### src/rtl/core/ltlc_pkg.sv
package ltlc_pkg;

    localparam int ENTRIES   = 64;
    localparam int KEY_BITS  = 64;
    localparam int IDX_W     = $clog2(ENTRIES);
    localparam int CFG_IDX_W = 4;

    // command codes
    localparam logic [2:0] CMD_ACQUIRE     = 3'd0;
    localparam logic [2:0] CMD_RELEASE     = 3'd1;
    localparam logic [2:0] CMD_REMOTE_REQ  = 3'd2;
    localparam logic [2:0] CMD_REMOTE_REL  = 3'd3;
    localparam logic [2:0] CMD_TRY_ACQUIRE = 3'd4;

    // status codes
    localparam logic [2:0] ST_OK          = 3'd0;
    localparam logic [2:0] ST_NOT_ENABLED = 3'd1;
    localparam logic [2:0] ST_TABLE_FULL  = 3'd2;
    localparam logic [2:0] ST_NOT_FOUND   = 3'd3;
    localparam logic [2:0] ST_NOT_HELD    = 3'd4;
    localparam logic [2:0] ST_BUSY        = 3'd5;

    // configuration register indexes
    localparam logic [CFG_IDX_W-1:0] CFG_NODE_ID = CFG_IDX_W'(0);
    localparam logic [CFG_IDX_W-1:0] CFG_ENABLED = CFG_IDX_W'(1);

    typedef struct packed {
        logic [2:0]  cmd;
        logic [63:0] lock_key;
        logic [31:0] peer_node;
        logic [31:0] peer_timestamp;
    } t_cmd_word;

    typedef struct packed {
        logic [2:0]  status;
        logic        reply_now;
        logic [31:0] clock_value;
    } t_rsp_word;

    typedef struct packed {
        logic [KEY_BITS-1:0] key;
        logic [31:0]         owner;
        logic [31:0]         stamp;
        logic                held;
    } t_entry;

    // controller to datapath
    typedef struct packed {
        logic load;
        logic pre;
        logic scan;
        logic apply;
    } t_dp_ctl;

    // datapath to controller
    typedef struct packed {
        logic skip;
        logic hit;
        logic miss;
    } t_dp_sts;

endpackage

### src/rtl/core/ltlc_ctrl.sv
module ltlc_ctrl import ltlc_pkg::*; (
    input  logic    i_clk,
    input  logic    i_rst_n,
    input  logic    i_start,
    input  t_dp_sts i_sts,
    output t_dp_ctl o_ctl,
    output logic    o_busy
);

    typedef enum logic [3:0] {
        S_IDLE  = 4'b0001,
        S_CHECK = 4'b0010,
        S_SCAN  = 4'b0100,
        S_APPLY = 4'b1000
    } t_state;

    t_state r_state;
    t_state n_state;

    always_comb begin
        n_state = r_state;
        o_ctl   = '0;
        case (r_state)
            S_IDLE: begin
                if (i_start) begin
                    o_ctl.load = 1'b1;
                    n_state    = S_CHECK;
                end
            end
            S_CHECK: begin
                o_ctl.pre = 1'b1;
                n_state   = i_sts.skip ? S_APPLY : S_SCAN;
            end
            S_SCAN: begin
                o_ctl.scan = 1'b1;
                if (i_sts.hit || i_sts.miss) begin
                    n_state = S_APPLY;
                end
            end
            S_APPLY: begin
                o_ctl.apply = 1'b1;
                n_state     = S_IDLE;
            end
            default: begin
                n_state = S_IDLE;
            end
        endcase
    end

    always_ff @(posedge i_clk) begin
        if (!i_rst_n) begin
            r_state <= S_IDLE;
        end else begin
            r_state <= n_state;
        end
    end

    assign o_busy = (r_state != S_IDLE);

endmodule

### config.mk
export PLATFORM = sky130hd
export DESIGN_NAME = ltlc_ctrl
export DESIGN_NICKNAME = d
export VERILOG_FILES = /design/src/rtl/core/ltlc_pkg.sv /design/src/rtl/core/ltlc_ctrl.sv
export SDC_FILE = /design/constraint.sdc
export NUM_CORES = 1
export LEC_CHECK = 0
export ABC_AREA = 0
export ABC_CLOCK_PERIOD_IN_PS = 3600
export BUFFER_PORTS_ARGS = -buffer_cell sky130_fd_sc_hd__buf_2
export CAP_MARGIN = 5
export CORE_AREA = 2 2 39 41
export CTS_CLUSTER_SIZE = 40
export DETAILED_ROUTE_END_ITERATION = 10
export DIE_AREA = 0 0 41 43
export GPL_TIMING_DRIVEN = 0
export PLACE_DENSITY_LB_ADDON = 0.25
export SLEW_MARGIN = 5
export SYNTH_ARGS = -nofsm -noshare
export SYNTH_HDL_FRONTEND = slang
export SYNTH_SLANG_ARGS = --single-unit
### constraint.sdc
create_clock -name i_clk -period 3.6 [get_ports i_clk]
set_clock_uncertainty 0.05 [all_clocks]
set_input_delay 0.36 -clock i_clk [delete_from_list [all_inputs] [get_ports i_clk]]
set_output_delay 0.36 -clock i_clk [all_outputs]
set_load 0.05 [all_outputs]
## Word level (Yosys, flattened, before mapping)

Index checks and enable logic that the tools add are counted.
Widths: inputs -> output; s select.

| storage, ports and cells | value |
|---|---|
| register bits after elaboration | 4 |
| bits of input ports | 6 |
| output and inout bits | 5 |
| word-level logic and storage cells | 19 |

| cells by class | value |
|---|---|
| equal/unequal tests | 7 |
| muxes and demuxes | 9 |
| reductions and logical operators | 2 |

Operators by type and width:

| kind | number |
|---|---|
| $mux 4 | 3 |
| $pmux 4 s3 | 1 |
| $mux 1 | 5 |
| $eq 4x1->1 const B | 1 |
| $eq 4x2->1 const B | 1 |
| $eq 4x3->1 const B | 1 |
| $eq 4x4->1 const B | 1 |
| $ne 2x2->1 const B | 2 |
| $ne 4x1->1 const B | 1 |
| $reduce_and 2->1 | 1 |
| $logic_or 1x1->1 | 1 |

## Logic depth before layout (Yosys ltp)

Gate-level depths: netlist (run 1).

| logic depth | value |
|---|---|
| depth in word-level cells | 3 |
| gate-level depth with buffers | 4 |
| gate-level depth less buffers | 4 |

## Least setup slack after synthesis (run 1)

Ideal clock, no wire load.

| timing path | value |
|---|---|
| path kind | register -> output |
| from | reg r_state[0] |
| to | out o_ctl[0] (netlist name) |
| arrival | 1977 ps |
| required time | 3190 ps |
| path slack | 1213 ps |
| stages on the path, launching flop included | 2 |
| buffers on the path | 0 |
| path through | dfxtp_1 > nor4b_1 |

RTL lines:

| item | RTL line | RTL |
|---|---|---|
| start, declared | ltlc_ctrl.sv:17 | `t_state r_state;` |
| start signal, assigned | ltlc_ctrl.sv:54 | `r_state <= n_state;` |
| end, declared | ltlc_ctrl.sv:6 | `output t_dp_ctl o_ctl,` |

==> results of run 1 <==
[logic make-up (layout without fill, tap and decap cells)]
family / after synthesis / after routing / share of synthesized area, %
and+or+nand+nor: 8 / 8 / 35.9
AOI/OAI and AO/OA: 5 / 5 / 17.3
DFF: 4 / 4 / 41.0
buffers and inverters: 3 / 16 / 5.77
[cells in the mapped netlist (all sizes together)]
cell type / n
and3: 1
dfxtp: 4
and2: 1
a21oi: 1
or4b: 2
nor4b: 2
o32a: 1
nor2: 1
inv: 3
a31o: 1
o21ai: 2
nand2: 1
[layer usage]
metal	track usage, %	wire length [um]	vias up
met4	8.00	0	0
met3	3.14	36	0
met1	7.74	171	85
met5	0	0	-
li1	-	-	106
met2	7.81	202	7
[power breakdown]
part           leakage, nW  switching, W  internal, W  total [W]
sequential          0.0327    0.00000219    0.0000471  0.0000493
clock               0.0138     0.0000166    0.0000372  0.0000538
combinational       0.0978     0.0000205   0.00000979  0.0000303
total                0.144     0.0000393    0.0000941   0.000133
[stage by stage]
stage          power (W)  hold slack [ns]  cell area [sq um]
6_report        0.000133            0.325                288
5_1_grt         0.000143            0.319                288
4_1_cts         0.000137            0.316                288
3_5_place_dp   0.0000806            0.560                265
3_3_place_gp   0.0000806            0.560                265
2_1_floorplan  0.0000721            0.450                195
[worst reg2reg max path: cells and delay by family (launching register included)]
family / cells / cell delay [ns]
flip-flops: 1 / 0.32
AO/OA/AOI/OAI: 1 / 0.31
AND/OR/NAND/NOR: 2 / 0.62
[worst max-delay path by stage]
stage | from | endpoint | slack [ns]
after floorplan | r_state[0] | o_ctl[0] | 1.21
after global placement | r_state[2] | o_ctl[2] | 1.93
after detailed placement | r_state[0] | o_ctl[2] | 1.94
after CTS | r_state[0] | o_ctl[2] | 1.69
after global routing | r_state[0] | o_ctl[2] | 1.61
final | r_state[0] | o_ctl[2] | 1.71
[cell type report]
class	count	area [sq um]
Inverter	3	11.3
Timing Repair Buffer	10	50.0
Multi-Input combinational cell	13	104
Clock buffer	3	22.5
Fill cell	155	1100
Sequential cell	4	80.1
Tap cell	16	20.0
==> out/metrics.yaml, run 1 <==
wl_um: 410
timing.rr.end: "r_state[2]"
htree_levels: 1
grt_pass1_vias: 182
final_cell_mix: "buf_2 (10), dfxtp_1 (4), inv_1 (3), clkbuf_4 (3)"
power_density_mw_per_mm2: 463
min_path_cells: 2
max_freq_mhz: 528
synth.area.top_cells: "dfxtp_1 (41%), nor4b_2 (7.7%), or4b_4 (7.1%), inv_1 (5.8%), o32a_1 (5.1%)"
syn_inst: 20
hold_buffers: 0
syn_nets: 26
die_x_um: 41
cts_made_buffers: 3
setup_ws_ns: 1.71
hpwl_um: 365
rr_worst_depth: 3
final_common_cell: "buf_2"
ios: 11
largest_register_ffs: 4
whs_endpoint: "r_state[1]"
ys_ff_latch: 4
grt_usage_pct: 6.73
syn-cell-area_sq_um: 195
reg.largest.list: "r_state: 4 flops"
r2r-start: "r_state[0]"
crit_fanout: 4
grt_overflow_total: 0
first_pass_iters: 1
worst_pin_slew_ns: 0.276
drc: 0
status: "finished clean"
crit_buf_inv: 2
vias: 198
final_cells: 49
finalHoldViolCount: 0
hold_path_class: "input pin to register"
dp_cells: 46
io_buffer_count: 10
post-route-util_pct: 20.8
start_util_pct: 14.1
die_area_sq_mm: 0.00176
antenna_left: 0
largest_register: "r_state"
clkTransAtPathRegs_ns: 0.04
ctsResizeCount: 0
drtIter0Drc: 0
core_sq_mm: 0.00138
ir_drop_uv: 166
die_y_um: 43
rsz0062_at_grt: "no"
yosys.area.top_type: "dfxtp_1"
avgSynthCellArea_sq_um: 9.76
cp_cell_sequence: "or4b_1 > inv_1 > buf_2"
clock_path_buffers: 2
grt_max_degree: 5
pre_cts_slack_ns: 1.94
synth_top_area_share_pct: 41.0
slew_headroom_pct: 81.4
gp_congestion: 0.622
cts_setup_buffers: 0
ys_seq_area_share_pct: 41.0
setup_tns_ns: 0
antenna_cells: 0
fp-row-count: 14
routedWlPerCell_um: 8.37
start_kind: "register"
antenna_found_initial: 0
clockRootBuffer: "clkbuf_4"
worstSetupPathType: "register to output pin"
cpLargestDelayFamily: "simple AND/OR/NAND/NOR gates"
grt_pass1_wl_um: 731
cts_tree: "yes"
cellLeakagePower_nw: 0.144
critPathSlowestCell: "or4b_1"
r2r_slack_ns: 2.24
maxCapViolCount: 0
critPathMaxStageDelay_ns: 0.58
arrival_ns: 1.48
min_period_ns: 1.89
min_period_over_period_pct: 52.6
critPathRequiredTime_ns: 3.19
syn_to_final_growth_pct: 47.4
final_nets: 41
min_from: "i_rst_n"
clk_latency_ns: 0.23
ys_warn_count: 0
final-max-slew-violation-count: 0
synth_cell_types: 15
final-setup-viol-count: 0
crit_cells: 3
drive_above_1_share_pct: 51.5
worst_setup_path_end_kind: "output pin"
cts.sinks: 4
via_per_inst: 4.04
Power figures use the tool's default switching activity.
==> inputs of run 2 (changes only) <==
- ABC_CLOCK_PERIOD_IN_PS: 3600 -> 1600
- clock period: 3.6 -> 1.6 ns (I/O delays scaled with it)
==> run 2 against run 1 <==
Power grew 130%. Sequential share of layout area shrank 3.0 points. Hold slack lost 0.20 ns. Highest routed layer is now met4. Combinational power grew 150%. Via count grew 9.1%. First-iteration DRC count grew 2. Count of clock-buffer cells in the layout is the same. Utilization grew 3.3 points. Die area is the same. Setup slack lost 1.7 ns. Final cell count grew 2.0%. Routed wire length grew 17%. Critical endpoint unchanged.
==> out/metrics.yaml, run 2 (synthesis results as in run 1) <==
core_sq_mm: 0.00138  # unchanged
status: "finished clean"
drtIter0Drc: 2  # +2
routedWlPerCell_um: 9.62  # +15%
grt_usage_pct: 7.43  # +0.70 points
die_y_um: 43  # unchanged
clkTransAtPathRegs_ns: 0.04  # about the same
largest_register_ffs: 4  # unchanged
cellLeakagePower_nw: 0.150  # +4.1%
grtUsageMet3_pct: 1.57  # -1.6 points
vias: 216  # +9.1%
r2r-start: "r_state[1]"
min_path_cells: 2  # unchanged
whs_endpoint: "r_state[1]"
arrival_ns: 1.36  # -0.12 ns
slew_headroom_pct: 79.9  # -1.6 points
final_cells: 50  # +2.0%
maxCapViolCount: 0  # unchanged
antenna_found_initial: 0  # unchanged
clockRootBuffer: "clkbuf_4"
via_per_inst: 4.32  # +6.9%
clock_path_buffers: 2  # unchanged
crit_fanout: 4  # unchanged
grt_pass1_vias: 198  # +8.8%
io_buffer_count: 10  # unchanged
hpwl_um: 371  # +1.7%
final_cell_mix: "buf_2 (8), clkbuf_4 (3)"
fp-row-count: 14  # unchanged
r2r_slack_ns: 0.20  # -2.04 ns
max_freq_mhz: 636
rr_worst_depth: 3  # unchanged
final_common_cell: "buf_2"
setup_ws_ns: 0.0279  # -1.68 ns
final-max-slew-violation-count: 0  # unchanged
hold_path_class: "input pin to register"
use_met2_pct: 10.0  # +2.2 points
cts_made_buffers: 3  # unchanged
critPathSlowestCell: "or4b_4"
antenna_cells: 0  # unchanged
worst_setup_path_end_kind: "output pin"
worstSetupPathType: "register to output pin"
first_pass_iters: 2  # +1
min_from: "i_rst_n"
critPathMaxStageDelay_ns: 0.57  # about the same
final_nets: 42  # +2.4%
final_cell_area_sq_um: 333  # +16%
gp_congestion: 0.684  # +10%
worst_pin_slew_ns: 0.301  # +0.0247 ns
ios: 11  # unchanged
min_period_over_period_pct: 98.3
clk_latency_ns: 0.23  # about the same
drc: 0  # unchanged
die_area_sq_mm: 0.00176  # unchanged
cts.sinks: 4  # unchanged
grt_pass1_wl_um: 786  # +7.5%
die_x_um: 41  # unchanged
largest_register: "r_state"
finalHoldViolCount: 0  # unchanged
ir_drop_uv: 197  # +19%
dp_cells: 46  # unchanged
cp_cell_sequence: "or4b_4 > inv_4 > buf_8"
placed_area_sq_um: 272  # +2.4%
grt_overflow_total: 0  # unchanged
timing.rr.end: "r_state[2]"
power_w: 0.000311  # +130%
antenna_left: 0  # unchanged
cts_tree: "yes"
syn_to_final_growth_pct: 70.5
htree_levels: 1  # unchanged
rsz0062_at_grt: "yes"
busiest_layer: "met4"
critPathRequiredTime_ns: 1.39  # -1.80 ns
use_met1_pct: 6.75  # -0.99 points
drive_above_1_share_pct: 70.6  # +19 points
power_density_mw_per_mm2: 935  # +100%
pre_cts_slack_ns: 0.132  # -1.81 ns
reg.largest.list: "r_state: 4 flops"
wl_um: 481  # +17%
start_kind: "register"
final-setup-viol-count: 0  # unchanged
whs_ns: 0.129  # -0.196 ns
grt_max_degree: 5  # unchanged
min_period_ns: 1.57
start_util_pct: 14.1  # unchanged
## run 2: per-layer routing
metal	vias up	wire, um
met2	3	286
met4	0	19
met1	108	166
met3	2	8
met5	-	0
li1	103	-
## run 2: critical path: cells and delay by family (launching register included)
kind | cells | cell delay, ns
and+or+nand+nor | 1 | 0.57
buffers and inverters | 2 | 0.23
DFF | 1 | 0.33
## run 2: worst max path at each step
stage | endpoint | slack, ns | start
3_5_place_dp | o_ctl[2] | 0.13 | r_state[0]
4_1_cts | o_ctl[1] | 0.02 | r_state[0]
2_1_floorplan | r_state[3] | 0.02 | r_state[0]
3_3_place_gp | o_ctl[2] | 0.15 | r_state[0]
6_report | o_ctl[2] | 0.03 | r_state[2]
5_1_grt | o_ctl[3] | -0.02 | r_state[0]
## run 2: cell type report
| type | count | area, sq um |
|---|---|---|
| Multi-Input combinational cell | 13 | 114 |
| Clock buffer | 3 | 22.5 |
| Inverter | 3 | 16.3 |
| Fill cell | 156 | 1050 |
| Timing Repair Buffer | 11 | 77.6 |
| Sequential cell | 4 | 82.6 |
| Tap cell | 16 | 20.0 |
## run 2: report_power, final
part	leakage [nW]	total, W	internal (W)	switching, W
clock network	0.0138	0.000124	0.0000838	0.0000400
logic	0.103	0.0000746	0.0000263	0.0000484
registers	0.0336	0.000113	0.000106	0.00000626
total	0.150	0.000311	0.000216	0.0000946
## run 2: what timing repair did
item | CTS | global route
pin swaps | 0 | 2
gates resized for setup | 9 | 4
setup endpoints to repair | 2 | 3
buffers inserted | 0 | 1
hold buffers | 0 | 0
## run 2: per-stage QoR
step | TNS [ns] | util [%]
after floorplan | 0 | -
after global routing | -0.0382 | 24.1
after detailed placement | 0 | 19.6
final | 0 | 24.1
after CTS | 0 | 22.6
after global placement | 0 | 19.6
==> inputs of run 3 (changes only) <==
- ABC_CLOCK_PERIOD_IN_PS: 1600 -> 1450
- clock period: 1.6 -> 1.45 ns (I/O delays scaled with it)
==> run 3 against run 2 <==
The flow now finishes with violations (setup timing). Final cell count rose by 8.0%. Count of clock-buffer cells in the layout is the same. Critical path depth unchanged. Combinational power grew 19%. Global-route usage is 0.39 points higher. Routed wire length is 7.9% higher. Via count increased by 2.8%. Sequential share of layout area shrank 1.6 points. Critical endpoint unchanged. Largest power group unchanged.
==> out/metrics.yaml, run 3 (synthesis results as in run 1) <==
antenna_left: 0  # unchanged
r2r-start: "r_state[3]"
die_x_um: 41  # unchanged
cts_made_buffers: 3  # unchanged
critPathMaxStageDelay_ns: 0.56  # about the same
core_sq_mm: 0.00138  # unchanged
drive_above_1_share_pct: 81.6  # +11 points
post-route-util_pct: 28.0  # +4.0 points
status: "complete, but fails checks"
crit_buf_inv: 2  # unchanged
final_common_cell: "buf_2"
final-max-slew-violation-count: 0  # unchanged
largest_register_ffs: 4  # unchanged
worstSetupPathType: "register to output pin"
largest_register: "r_state"
r2r_slack_ns: -0.07  # -0.27 ns
setup_ws_ns: -0.105  # -0.133 ns
via_per_inst: 4.11  # -4.8%
htree_levels: 1  # unchanged
min_from: "i_sts[2]"
clkTransAtPathRegs_ns: 0.04  # about the same
antenna_cells: 0  # unchanged
start_kind: "register"
whs_ns: 0.113  # -0.0155 ns
clk_latency_ns: 0.23  # about the same
timing.rr.end: "r_state[2]"
io_buffer_count: 10  # unchanged
grt_usage_pct: 7.82  # +0.39 points
slew_headroom_pct: 81.5  # +1.7 points
grt_max_degree: 5  # unchanged
min_path_cells: 3  # +1
grt_pass1_vias: 205  # +3.5%
wl_um: 519  # +7.9%
cts_tree: "yes"
clock_path_buffers: 2  # unchanged
min_period_over_period_pct: 107
final_nets: 46  # +9.5%
cts.sinks: 4  # unchanged
routedWlPerCell_um: 9.61  # about the same
critPathSlowestCell: "or4b_4"
pre_cts_slack_ns: -0.0264  # -0.159 ns
first_pass_iters: 1  # -1
cp_cell_sequence: "or4b_4 > clkinvlp_4 > buf_8"
power_density_mw_per_mm2: 900  # -3.8%
grt_pass1_wl_um: 800  # +1.8%
rsz0062_at_grt: "yes"
max_freq_mhz: 643
drtIter0Drc: 0  # -2
gp_congestion: 0.647  # -5.5%
crit_fanout: 4  # unchanged
critPathRequiredTime_ns: 1.25  # -0.14 ns
worst_setup_path_end_kind: "output pin"
finalHoldViolCount: 0  # unchanged
cpLargestDelayFamily: "simple AND/OR/NAND/NOR gates"
start_util_pct: 14.1  # unchanged
violations: "setup timing"
fp-row-count: 14  # unchanged
syn_to_final_growth_pct: 98.7
hpwl_um: 378  # +1.9%
clockRootBuffer: "clkbuf_4"
placed_area_sq_um: 293  # +7.8%
antenna_found_initial: 0  # unchanged
vias: 222  # +2.8%
final-setup-viol-count: 5  # +5
worst_pin_slew_ns: 0.276  # -0.0249 ns
maxCapViolCount: 0  # unchanged
power_w: 0.000349  # +12%
drc: 0  # unchanged
ir_drop_uv: 284  # +44%
final_cell_area_sq_um: 388  # +17%
min_period_ns: 1.56
whs_endpoint: "r_state[3]"
rr_worst_depth: 4  # +1
arrival_ns: 1.36  # about the same
ios: 11  # unchanged
final_cell_mix: "buf_2 (7), buf_4 (6), clkbuf_4 (3)"
cellLeakagePower_nw: 0.158  # +5.0%
hold_path_class: "input pin to register"
die_y_um: 43  # unchanged
grt_overflow_total: 0  # unchanged
die_area_sq_mm: 0.00176  # unchanged
reg.largest.list: "r_state: 4 flops"
==> run 3: changes by cell type in the layout (fill, tap and decap cells not counted), sizes merged <==
cell,delta
inv,-2
clkinvlp,+2
buf,+4
==> run 3: how the worst max path moves through the flow <==
stage / startpoint / to / slack, ns / cells past startpoint
after floorplan: r_state[1] / r_state[0] / 0.005 / 4
after global placement: r_state[1] / o_ctl[2] / -0.01 / 3
after global routing: r_state[3] / o_ctl[1] / -0.14 / 3
final: r_state[3] / o_ctl[2] / -0.11 / 3
after CTS: r_state[2] / o_ctl[2] / -0.13 / 3
after detailed placement: r_state[1] / o_ctl[2] / -0.03 / 3
==> run 3: report_power, final <==
group	total [W]	switching, W	internal [W]	leakage, nW
Clock	0.000135	0.0000431	0.0000924	0.0138
Sequential	0.000125	0.00000875	0.000116	0.0344
Combinational	0.0000889	0.0000551	0.0000338	0.110
Total	0.000349	0.000107	0.000242	0.158
==> run 3: worst register-to-register path: stages, from the launching register on <==
cell	delay (ns)
dfxtp_2	0.33
or4b_4	0.56
buf_4	0.16
o32a_1	0.29
nor2_2	0.07
==> run 3: repair_timing <==
action / 4_1_cts / 5_1_grt
setup endpoints to repair: 4 / 7
resized for setup: 9 / 4
buffers inserted: 3 / 2
gates cloned: 0 / 0
pin swaps: 2 / 2
hold buffers: 0 / 0
==> run 3: area by class of cell <==
type,count,area (sq um)
repair buffers,15,110
inverters,3,18.8
multi-input cells,13,126
fillers,156,996
clock buffers,3,22.5
flip-flops and latches,4,90.1
well taps,16,20.0
==> run 3: stage by stage <==
step	setup TNS (ns)	std cells
6_report	-0.311	54
5_1_grt	-0.688	54
4_1_cts	-0.441	52
3_5_place_dp	-0.0289	46
3_3_place_gp	-0.0133	46
2_1_floorplan	0	20
==> run 3: routing by layer <==
| layer | part of all wire (%) | wire (um) | track usage, % |
|---|---|---|---|
| met1 | 37 | 192 | 8.31 |
| met2 | 48 | 249 | 8.75 |
| met3 | 7.3 | 38 | 1.57 |
| met4 | 7.7 | 40 | 14.0 |
| met5 | 0 | 0 | 0 |
